File: src/sv/vsa_pkg.sv
// ----------------------------------------------------------------------------
// Voice slot allocator package
// Sizes, codes and shared types of the voice slot allocator.
// ----------------------------------------------------------------------------
package vsa_pkg;

	localparam int NUM_SLOTS     = 12;
	localparam int MAX_INSTANCES = 128;
	localparam int NUM_SOUNDS    = 128;

	localparam int SLOT_W    = (NUM_SLOTS > 1) ? $clog2(NUM_SLOTS) : 1;
	localparam int CNT_W     = $clog2(NUM_SLOTS + 1);
	localparam int PAN_DEPTH = NUM_SLOTS * MAX_INSTANCES;
	localparam int PAN_AW    = (PAN_DEPTH > 1) ? $clog2(PAN_DEPTH) : 1;
	localparam int SND_AW    = $clog2(NUM_SOUNDS);

	localparam int SID_W  = 7;
	localparam int BUF_W  = 16;
	localparam int XOFF_W = 13;
	localparam int INST_W = 7;
	localparam int PAN_W  = 11;
	localparam int SLOT_OUT_W = 4;

	typedef enum logic [1:0] {
		ST_CLAIMED    = 2'd0,
		ST_ADDED      = 2'd1,
		ST_NO_SLOT    = 2'd2,
		ST_POLY_LIMIT = 2'd3
	} status_t;

	typedef enum logic [1:0] {
		S_IDLE,
		S_SCAN,
		S_FINISH
	} state_t;

	typedef struct packed {
		logic [7:0] sound;
		logic [7:0] count;
	} slot_entry_t;

	typedef struct packed {
		logic              en;
		logic [SLOT_W-1:0] addr;
	} slot_rd_t;

	typedef struct packed {
		logic              en;
		logic [SLOT_W-1:0] addr;
		slot_entry_t       data;
	} slot_wr_t;

	typedef struct packed {
		logic                    pan_en;
		logic [PAN_AW-1:0]       pan_addr;
		logic signed [PAN_W-1:0] pan_data;
		logic                    buf_en;
		logic [SND_AW-1:0]       buf_addr;
		logic signed [BUF_W-1:0] buf_data;
	} wave_wr_t;

endpackage

File: src/sv/sound_voice_slot_allocator_core.sv
// ----------------------------------------------------------------------------
// Sound voice slot allocator core
// Assigns play requests to voice slots under a per-slot polyphony limit.
// ----------------------------------------------------------------------------
// One request is handled at a time. After acceptance the slot table memory is
// read one slot per cycle, pipelined against the compare, through the slots
// already in use, up to and including a match, so 0 to 12 slots are read. A
// decided result waits while an output stall holds the previous result, and
// the next request is taken in the cycle after the result is loaded. Slots
// fill in order and are never freed, so a fill count marks the occupied ones
// and no clearing pass is needed after reset.
// The result waits in an output register; a new request is taken once the
// previous result is loaded there.
module sound_voice_slot_allocator_core
	import vsa_pkg::*;
(
	input  logic                       clk,
	input  logic                       arst_n,
	input  logic                       in_valid,
	output logic                       in_stall,
	input  logic [SID_W-1:0]           sound_id,
	input  logic signed [BUF_W-1:0]    buffer_index,
	input  logic signed [XOFF_W-1:0]   x_offset,
	output logic                       out_valid,
	input  logic                       out_stall,
	output status_t                    status,
	output logic [SLOT_OUT_W-1:0]      slot_index,
	output logic [INST_W-1:0]          instance_index,
	output logic signed [PAN_W-1:0]    pan_value
);

	state_t                  state_q, state_d;
	logic [SID_W-1:0]        sid_q;
	logic signed [BUF_W-1:0] buf_q;
	logic [CNT_W-1:0]        rd_idx_q;
	logic [CNT_W-1:0]        used_q;
	logic                    cmp_vld_s1;
	logic [SLOT_W-1:0]       cmp_idx_s1;
	status_t                 res_status_q;
	logic [SLOT_W-1:0]       res_slot_q;
	logic [7:0]              res_inst_q;
	logic [7:0]              res_cnt_q;
	logic                    out_valid_q;
	status_t                 out_status_q;
	logic [SLOT_OUT_W-1:0]   out_slot_q;
	logic [INST_W-1:0]       out_inst_q;
	logic signed [PAN_W-1:0] out_pan_q;

	logic                    accept;
	logic                    hit;
	logic                    at_end;
	logic                    full;
	logic                    dec_en;
	status_t                 dec_status;
	logic [SLOT_W-1:0]       dec_slot;
	logic [7:0]              dec_inst;
	logic [7:0]              dec_cnt;
	logic                    out_load;
	logic                    granted;
	logic signed [PAN_W-1:0] pan;
	slot_rd_t                slot_rd;
	slot_wr_t                slot_wr;
	slot_entry_t             slot_rdata;
	wave_wr_t                wave_wr;

	vsa_pan u_pan (
		.clk      (clk),
		.load     (accept),
		.x_offset (x_offset),
		.pan      (pan)
	);

	vsa_slot_ram u_slot_ram (
		.clk   (clk),
		.rd    (slot_rd),
		.wr    (slot_wr),
		.rdata (slot_rdata)
	);

	vsa_wave_store u_wave_store (
		.clk (clk),
		.wr  (wave_wr)
	);

	assign in_stall = (state_q != S_IDLE);
	assign accept   = in_valid && (state_q == S_IDLE);
	assign hit      = cmp_vld_s1 && (slot_rdata.sound == {1'b0, sid_q});
	assign at_end   = (rd_idx_q == used_q);
	assign full     = (used_q == CNT_W'(NUM_SLOTS));
	assign granted  = (res_status_q == ST_CLAIMED) || (res_status_q == ST_ADDED);

	always_comb begin
		state_d    = state_q;
		slot_rd.en   = 1'b0;
		slot_rd.addr = rd_idx_q[SLOT_W-1:0];
		dec_en     = 1'b0;
		dec_status = ST_NO_SLOT;
		dec_slot   = '0;
		dec_inst   = '0;
		dec_cnt    = '0;
		out_load   = 1'b0;
		unique case (state_q)
			S_IDLE: begin
				if (in_valid) begin
					state_d = S_SCAN;
				end
			end
			S_SCAN: begin
				if (hit) begin
					dec_en  = 1'b1;
					state_d = S_FINISH;
					if (slot_rdata.count >= 8'(MAX_INSTANCES)) begin
						dec_status = ST_POLY_LIMIT;
					end else begin
						dec_status = ST_ADDED;
						dec_slot   = cmp_idx_s1;
						dec_inst   = slot_rdata.count;
						dec_cnt    = slot_rdata.count + 8'd1;
					end
				end else if (at_end) begin
					dec_en  = 1'b1;
					state_d = S_FINISH;
					if (!full) begin
						dec_status = ST_CLAIMED;
						dec_slot   = rd_idx_q[SLOT_W-1:0];
						dec_cnt    = 8'd1;
					end
				end else begin
					slot_rd.en = 1'b1;
				end
			end
			S_FINISH: begin
				if (!out_valid_q || !out_stall) begin
					out_load = 1'b1;
					state_d  = S_IDLE;
				end
			end
			default: state_d = S_IDLE;
		endcase
	end

	always_comb begin
		slot_wr.en         = out_load && granted;
		slot_wr.addr       = res_slot_q;
		slot_wr.data.sound = {1'b0, sid_q};
		slot_wr.data.count = res_cnt_q;
		wave_wr.pan_en     = out_load && granted;
		wave_wr.pan_addr   = PAN_AW'(PAN_AW'(res_slot_q) * PAN_AW'(MAX_INSTANCES)
			+ PAN_AW'(res_inst_q));
		wave_wr.pan_data   = pan;
		wave_wr.buf_en     = out_load && (res_status_q == ST_CLAIMED)
			&& ({1'b0, sid_q} < (SID_W + 1)'(NUM_SOUNDS));
		wave_wr.buf_addr   = SND_AW'(sid_q);
		wave_wr.buf_data   = buf_q;
	end

	always_ff @(posedge clk or negedge arst_n) begin
		if (!arst_n) begin
			state_q     <= S_IDLE;
			used_q      <= '0;
			rd_idx_q    <= '0;
			cmp_vld_s1  <= 1'b0;
			out_valid_q <= 1'b0;
		end else begin
			state_q <= state_d;
			if (accept) begin
				rd_idx_q   <= '0;
				cmp_vld_s1 <= 1'b0;
			end else if (slot_rd.en) begin
				rd_idx_q   <= rd_idx_q + CNT_W'(1);
				cmp_vld_s1 <= 1'b1;
			end else if (dec_en) begin
				cmp_vld_s1 <= 1'b0;
			end
			if (out_load && (res_status_q == ST_CLAIMED)) begin
				used_q <= used_q + CNT_W'(1);
			end
			if (out_load) begin
				out_valid_q <= 1'b1;
			end else if (!out_stall) begin
				out_valid_q <= 1'b0;
			end
		end
	end

	always_ff @(posedge clk) begin
		if (accept) begin
			sid_q <= sound_id;
			buf_q <= buffer_index;
		end
		if (slot_rd.en) begin
			cmp_idx_s1 <= rd_idx_q[SLOT_W-1:0];
		end
		if (dec_en) begin
			res_status_q <= dec_status;
			res_slot_q   <= dec_slot;
			res_inst_q   <= dec_inst;
			res_cnt_q    <= dec_cnt;
		end
		if (out_load) begin
			out_status_q <= res_status_q;
			out_slot_q   <= SLOT_OUT_W'(res_slot_q);
			out_inst_q   <= res_inst_q[INST_W-1:0];
			out_pan_q    <= pan;
		end
	end

	assign out_valid      = out_valid_q;
	assign status         = out_status_q;
	assign slot_index     = out_slot_q;
	assign instance_index = out_inst_q;
	assign pan_value      = out_pan_q;

endmodule

File: src/sv/vsa_pan.sv
// ----------------------------------------------------------------------------
// Pan converter
// Turns a horizontal offset into a saturated pan, offset*1000/3072 toward zero.
// ----------------------------------------------------------------------------
module vsa_pan
	import vsa_pkg::*;
(
	input  logic                     clk,
	input  logic                     load,
	input  logic signed [XOFF_W-1:0] x_offset,
	output logic signed [PAN_W-1:0]  pan
);

	localparam int PROD_W  = 22;
	localparam int KILO_W  = 12;
	localparam int RECIP_W = 16;
	localparam int THIRD_W = KILO_W + RECIP_W;
	localparam logic [9:0]         PanScale = 10'd1000;
	localparam logic [RECIP_W-1:0] Recip3   = 16'd43691;
	localparam logic [PAN_W-1:0]   PanLimit = 11'd1000;

	logic [XOFF_W-1:0]  mag;
	logic [PROD_W-1:0]  prod_s1;
	logic               neg_s1;
	logic [THIRD_W-1:0] third_s2;
	logic               neg_s2;
	logic [PAN_W-1:0]   quot;
	logic [PAN_W-1:0]   sat;

	assign mag = x_offset[XOFF_W-1] ? XOFF_W'(-x_offset) : XOFF_W'(x_offset);

	always_ff @(posedge clk) begin
		if (load) begin
			prod_s1 <= PROD_W'(mag) * PROD_W'(PanScale);
			neg_s1  <= x_offset[XOFF_W-1];
		end
		third_s2 <= THIRD_W'(prod_s1[PROD_W-1:10]) * THIRD_W'(Recip3);
		neg_s2   <= neg_s1;
	end

	assign quot = third_s2[THIRD_W-1:17];
	assign sat  = (quot > PanLimit) ? PanLimit : quot;
	assign pan  = neg_s2 ? PAN_W'(-sat) : PAN_W'(sat);

endmodule

File: src/sv/vsa_slot_ram.sv
// ----------------------------------------------------------------------------
// Slot table memory
// Sound id and instance count per slot, with a registered (synchronous) read.
// ----------------------------------------------------------------------------
module vsa_slot_ram
	import vsa_pkg::*;
(
	input  logic        clk,
	input  slot_rd_t    rd,
	input  slot_wr_t    wr,
	output slot_entry_t rdata
);

	slot_entry_t mem [NUM_SLOTS];

	always_ff @(posedge clk) begin
		if (wr.en) begin
			mem[wr.addr] <= wr.data;
		end
		if (rd.en) begin
			rdata <= mem[rd.addr];
		end
	end

endmodule

File: src/sv/vsa_wave_store.sv
// ----------------------------------------------------------------------------
// Wave store
// Pan of every instance and buffer index of every sound, for the mixer side.
// ----------------------------------------------------------------------------
module vsa_wave_store
	import vsa_pkg::*;
(
	input  logic     clk,
	input  wave_wr_t wr
);

	logic signed [PAN_W-1:0] pan_mem [PAN_DEPTH];
	logic signed [BUF_W-1:0] buf_mem [NUM_SOUNDS];

	always_ff @(posedge clk) begin
		if (wr.pan_en) begin
			pan_mem[wr.pan_addr] <= wr.pan_data;
		end
		if (wr.buf_en) begin
			buf_mem[wr.buf_addr] <= wr.buf_data;
		end
	end

endmodule
File: config.mk
export PLATFORM = sky130hd
export DESIGN_NAME = sound_voice_slot_allocator_core
export DESIGN_NICKNAME = d
export VERILOG_FILES = /design/src/sv/vsa_pkg.sv /design/src/sv/sound_voice_slot_allocator_core.sv /design/src/sv/vsa_pan.sv /design/src/sv/vsa_slot_ram.sv /design/src/sv/vsa_wave_store.sv
export SDC_FILE = /design/constraint.sdc
export NUM_CORES = 1
export LEC_CHECK = 0
export ABC_AREA = 1
export BUFFER_PORTS_ARGS = -buffer_cell sky130_fd_sc_hd__clkbuf_2
export CAP_MARGIN = 15
export CORE_ASPECT_RATIO = 0.8
export CORE_UTILIZATION = 65
export CTS_CLUSTER_DIAMETER = 150
export CTS_CLUSTER_SIZE = 25
export DETAILED_ROUTE_END_ITERATION = 16
export GPL_TIMING_DRIVEN = 0
export PLACE_DENSITY = 0.83
export SETUP_SLACK_MARGIN = 0.3
export SLEW_MARGIN = 20
export SYNTH_ARGS = -nofsm -noshare
export SYNTH_HDL_FRONTEND = slang
export SYNTH_HIERARCHICAL = 1
export SYNTH_SLANG_ARGS = --single-unit
File: constraint.sdc
create_clock -name clk -period 11.1 [get_ports clk]
set_input_delay 1.665 -clock clk [delete_from_list [all_inputs] [get_ports clk]]
set_output_delay 1.665 -clock clk [all_outputs]
set_load 0.05 [all_outputs]
==> results.sh <==
export IMPL_outcome="complete, no violations"
export IMPL_tightest_slew_ns=1.065
export IMPL_dp_hpwl_mm=30.66
export IMPL_dr_pass1_iters=9
export IMPL_viasPerCell=5.445
export IMPL_hp_start="res_inst_q[3]"
export IMPL_finalHoldViolations=0
export IMPL_top_layer="met4"
export IMPL_vias=12890
export IMPL_die_h_um=151.8
export IMPL_clkTransAtPathRegs_ns=0.10
export IMPL_syn_avg_cell_area_sq_um=9.554
export IMPL_cp_arrival_ns=6.53
export IMPL_finalInstanceArea_sq_mm=0.01963
export IMPL_rsz0062_at_grt="false"
export IMPL_track_usage=0.2824
export IMPL_slew_headroom=0.2889
export IMPL_hold_buffers=0
export IMPL_drt_initial_drc_count=1359
export IMPL_fmax_mhz=159.8
export IMPL_grt_pass1_wl_mm=62.16
export IMPL_syn_inst=1908
export IMPL_period_needed_ns=6.260
export IMPL_yosysWarnings=6
export IMPL_drc_errors=0
export IMPL_wire_per_inst_um=16.85
export IMPL_clock_root_buffer="clkbuf_16"
export IMPL_io_pins=66
export IMPL_portBuffers=49
export IMPL_post_cts_buffers=0
export IMPL_htree_levels=1
export IMPL_crit_start="x_offset[0]"
export IMPL_skew_ns=0.02533
export IMPL_crit_path_start_kind="input port"
export IMPL_gp_congestion=0.9017
export IMPL_clock_path_buffers=3
export IMPL_end_kind="register"
export IMPL_grt_max_degree=27
export IMPL_worstSetupPathType="in2reg"
export IMPL_ant_nets=0
export IMPL_syn_to_final_growth_pct=7.701
export IMPL_path_max_fanout=7
export IMPL_crit_chain="clkbuf_2 -> inv_1 -> ha_1 -> nand3_2 -> o31ai_4 -> xor2_4 -> inv_1 -> fa_1 -> inv_1 -> fa_1 -> inv_1 -> fa_1 -> fa_1 -> inv_1 -> ha_1 -> nand2_1 -> inv_1 -> a21boi_0 -> inv_1 -> a21oi_1 -> nand2_1 -> nand2_1 -> nand2_1"
export IMPL_hold_path_class="reg2reg"
export IMPL_dpl_instance_area_sq_mm=0.01915
export IMPL_clkLatencyLatePin_ns=0.51
export IMPL_nFillCells=1954
export IMPL_wl_met1_mm=17.24
export IMPL_routed_wl_mm=39.90
export IMPL_clkSinkCount=301
export IMPL_initial_core_util=0.6645
export IMPL_path_common_cell="inv_1"
export IMPL_fin_nets=2238
export IMPL_overflow=0
export IMPL_cpPeakStageDelay_ns=0.53
export IMPL_cts_resized=0
export IMPL_setup_viol=0
export IMPL_setup_tns_final_ns=0
export IMPL_netlist_area_sq_mm=0.01823
export IMPL_maxCapViolCount=0
export IMPL_regToRegStartpoint="u_pan/prod_s1[18]"
export IMPL_rows=54
export IMPL_slew_viol_final=0
export IMPL_critPathTopFamily="adder cells"
export IMPL_wl_met2_mm=18.00
export IMPL_ys_ff_latch=301
export IMPL_wl_met3_mm=3.770
export IMPL_cp_num_buf_inv=8
export IMPL_fin_crit_sh=0.5639
export IMPL_antennaDiodeCount=0
export IMPL_worstPathRequired_ns=11.37
export IMPL_grt_pass1_vias=12310
export IMPL_ys_seq_area_frac=0.4860
export IMPL_core_sq_mm=0.02743
export IMPL_die_area_sq_mm=0.02872
export IMPL_cpMaxStageDelayCell="fa_1"
export IMPL_fp_dieW_um=189.2
export IMPL_cts_tree="built"
export IMPL_antenna_found_initial=0
export IMPL_layout_drive_gt1_share=0.08084
export IMPL_synthDistinctLibCells=43
export IMPL_cts_buffers=16
[worst paths after layout]
check,to,slack (ns),depth (start not counted)
min in group asynchronous,used_q[3],1.02,1
min reg2reg,instance_index[3],0.43,0
max,u_pan/prod_s1[20],4.84,23
min,instance_index[3],0.43,0
max in group asynchronous,rd_idx_q[0],9.86,1
max reg2reg,u_pan/third_s2[24],6.40,18
[kinds of logic (layout without fill, tap and decap cells)]
kind of cell / after synthesis / count (layout) / synth area share
AOI/OAI and AO/OA: 144 / 144 / 0.04455
xor gates and xnor gates: 39 / 39 / 0.02142
adders and majority gates: 200 / 200 / 0.1710
buffers and inverters: 454 / 539 / 0.09925
DFF: 301 / 301 / 0.4860
other: 1 / 12 / 0.0002057
and+or+nand+nor: 769 / 769 / 0.1776
[layout make-up]
class	count	area [sq um]	share of cell area
plain buffers	41	256.5	0.01306
clock buffers	23	447.9	0.02282
clock inverters	1	30.03	0.001530
inverters	413	1553	0.07909
multi-input cells	1164	7632	0.3888
flip-flops and latches	301	8859	0.4512
well taps	364	455.4	0.02320
repair buffers	61	399.1	0.02033
[flip-flops by register name, indices dropped and copies added (netlist names), 8 cells and up]
| register | count |
|---|---|
| pan_value | 11 |
| res_cnt_q | 8 |
| u_pan/prod_s1 | 12 |
| u_pan/third_s2 | 11 |
| u_slot_ram/mem | 192 |
| u_slot_ram/rdata | 16 |
[Yosys cell counts, drive strengths merged]
library cell | count | share of area
nand2 | 437 | 0.090
ha | 118 | 0.081
xnor2 | 7 | 0.0034
nor3 | 13 | 0.0038
and2 | 2 | 0.00069
or2 | 1 | 0.00034
o21a | 2 | 0.00082
nor2 | 138 | 0.031
inv | 413 | 0.085
a21boi | 6 | 0.0025
nand4 | 16 | 0.0055
edfxtp | 277 | 0.46
conb | 1 | 0.00021
dfrtp | 12 | 0.016
buf | 37 | 0.013
dfxtp | 12 | 0.013
o21bai | 10 | 0.0041
fa | 82 | 0.090
o21ai | 70 | 0.020
nor4 | 3 | 0.0010
a21oi | 46 | 0.013
a211oi | 1 | 0.00041
a21o | 6 | 0.0025
nand3b | 6 | 0.0025
xor2 | 32 | 0.018
clkbuf | 4 | 0.00082
o31ai | 3 | 0.0020
nand3 | 153 | 0.043
[worst reg2reg max path, stage by stage (launching register included)]
cell      delay, ns
edfxtp_1       0.48
ha_1           0.35
inv_1          0.08
fa_1           0.49
inv_1          0.10
fa_1           0.60
inv_1          0.10
fa_1           0.51
fa_1           0.56
inv_1          0.05
ha_1           0.35
a21oi_1        0.25
o21ai_0        0.17
a21oi_1        0.16
nand2_1        0.06
nor2_1         0.13
nand2_1        0.06
nand2_1        0.06
nand2_1        0.04
[layout by cell type (no fill, tap or decap), drive strengths merged, types with 6 or more instances in the layout]
cell / count
buf: 49
xnor2: 7
a21boi: 6
nand3: 153
inv: 413
o21ai: 70
nand3b: 6
dfrtp: 12
clkbuf: 76
dfxtp: 12
conb: 12
xor2: 32
nand4: 16
o21bai: 10
nand2: 437
fa: 82
ha: 118
nor2: 138
a21oi: 46
a21o: 6
nor3: 13
edfxtp: 277
[stage by stage]
step                hold slack, ns  setup WS [ns]  utilization  instances
floorplan                   0.3233          4.924            -       1919
global placement            0.3940          4.401       0.6916       2332
detailed placement          0.3983          4.313       0.6983       2344
CTS                         0.4219          4.850       0.7157       2368
global route                0.4299          4.496       0.7157       2368
finish                      0.4299          4.840       0.7157       2368
[metal layers]
metal | track usage | vias up
met5 | 0.001748 | -
met2 | 0.4566 | 620
met3 | 0.04192 | 83
li1 | - | 6230
met1 | 0.4048 | 5960
met4 | 0.07177 | 0
Power is not shown: default switching activity piles up to over one toggle a cycle in this logic, so the estimate is an artifact.
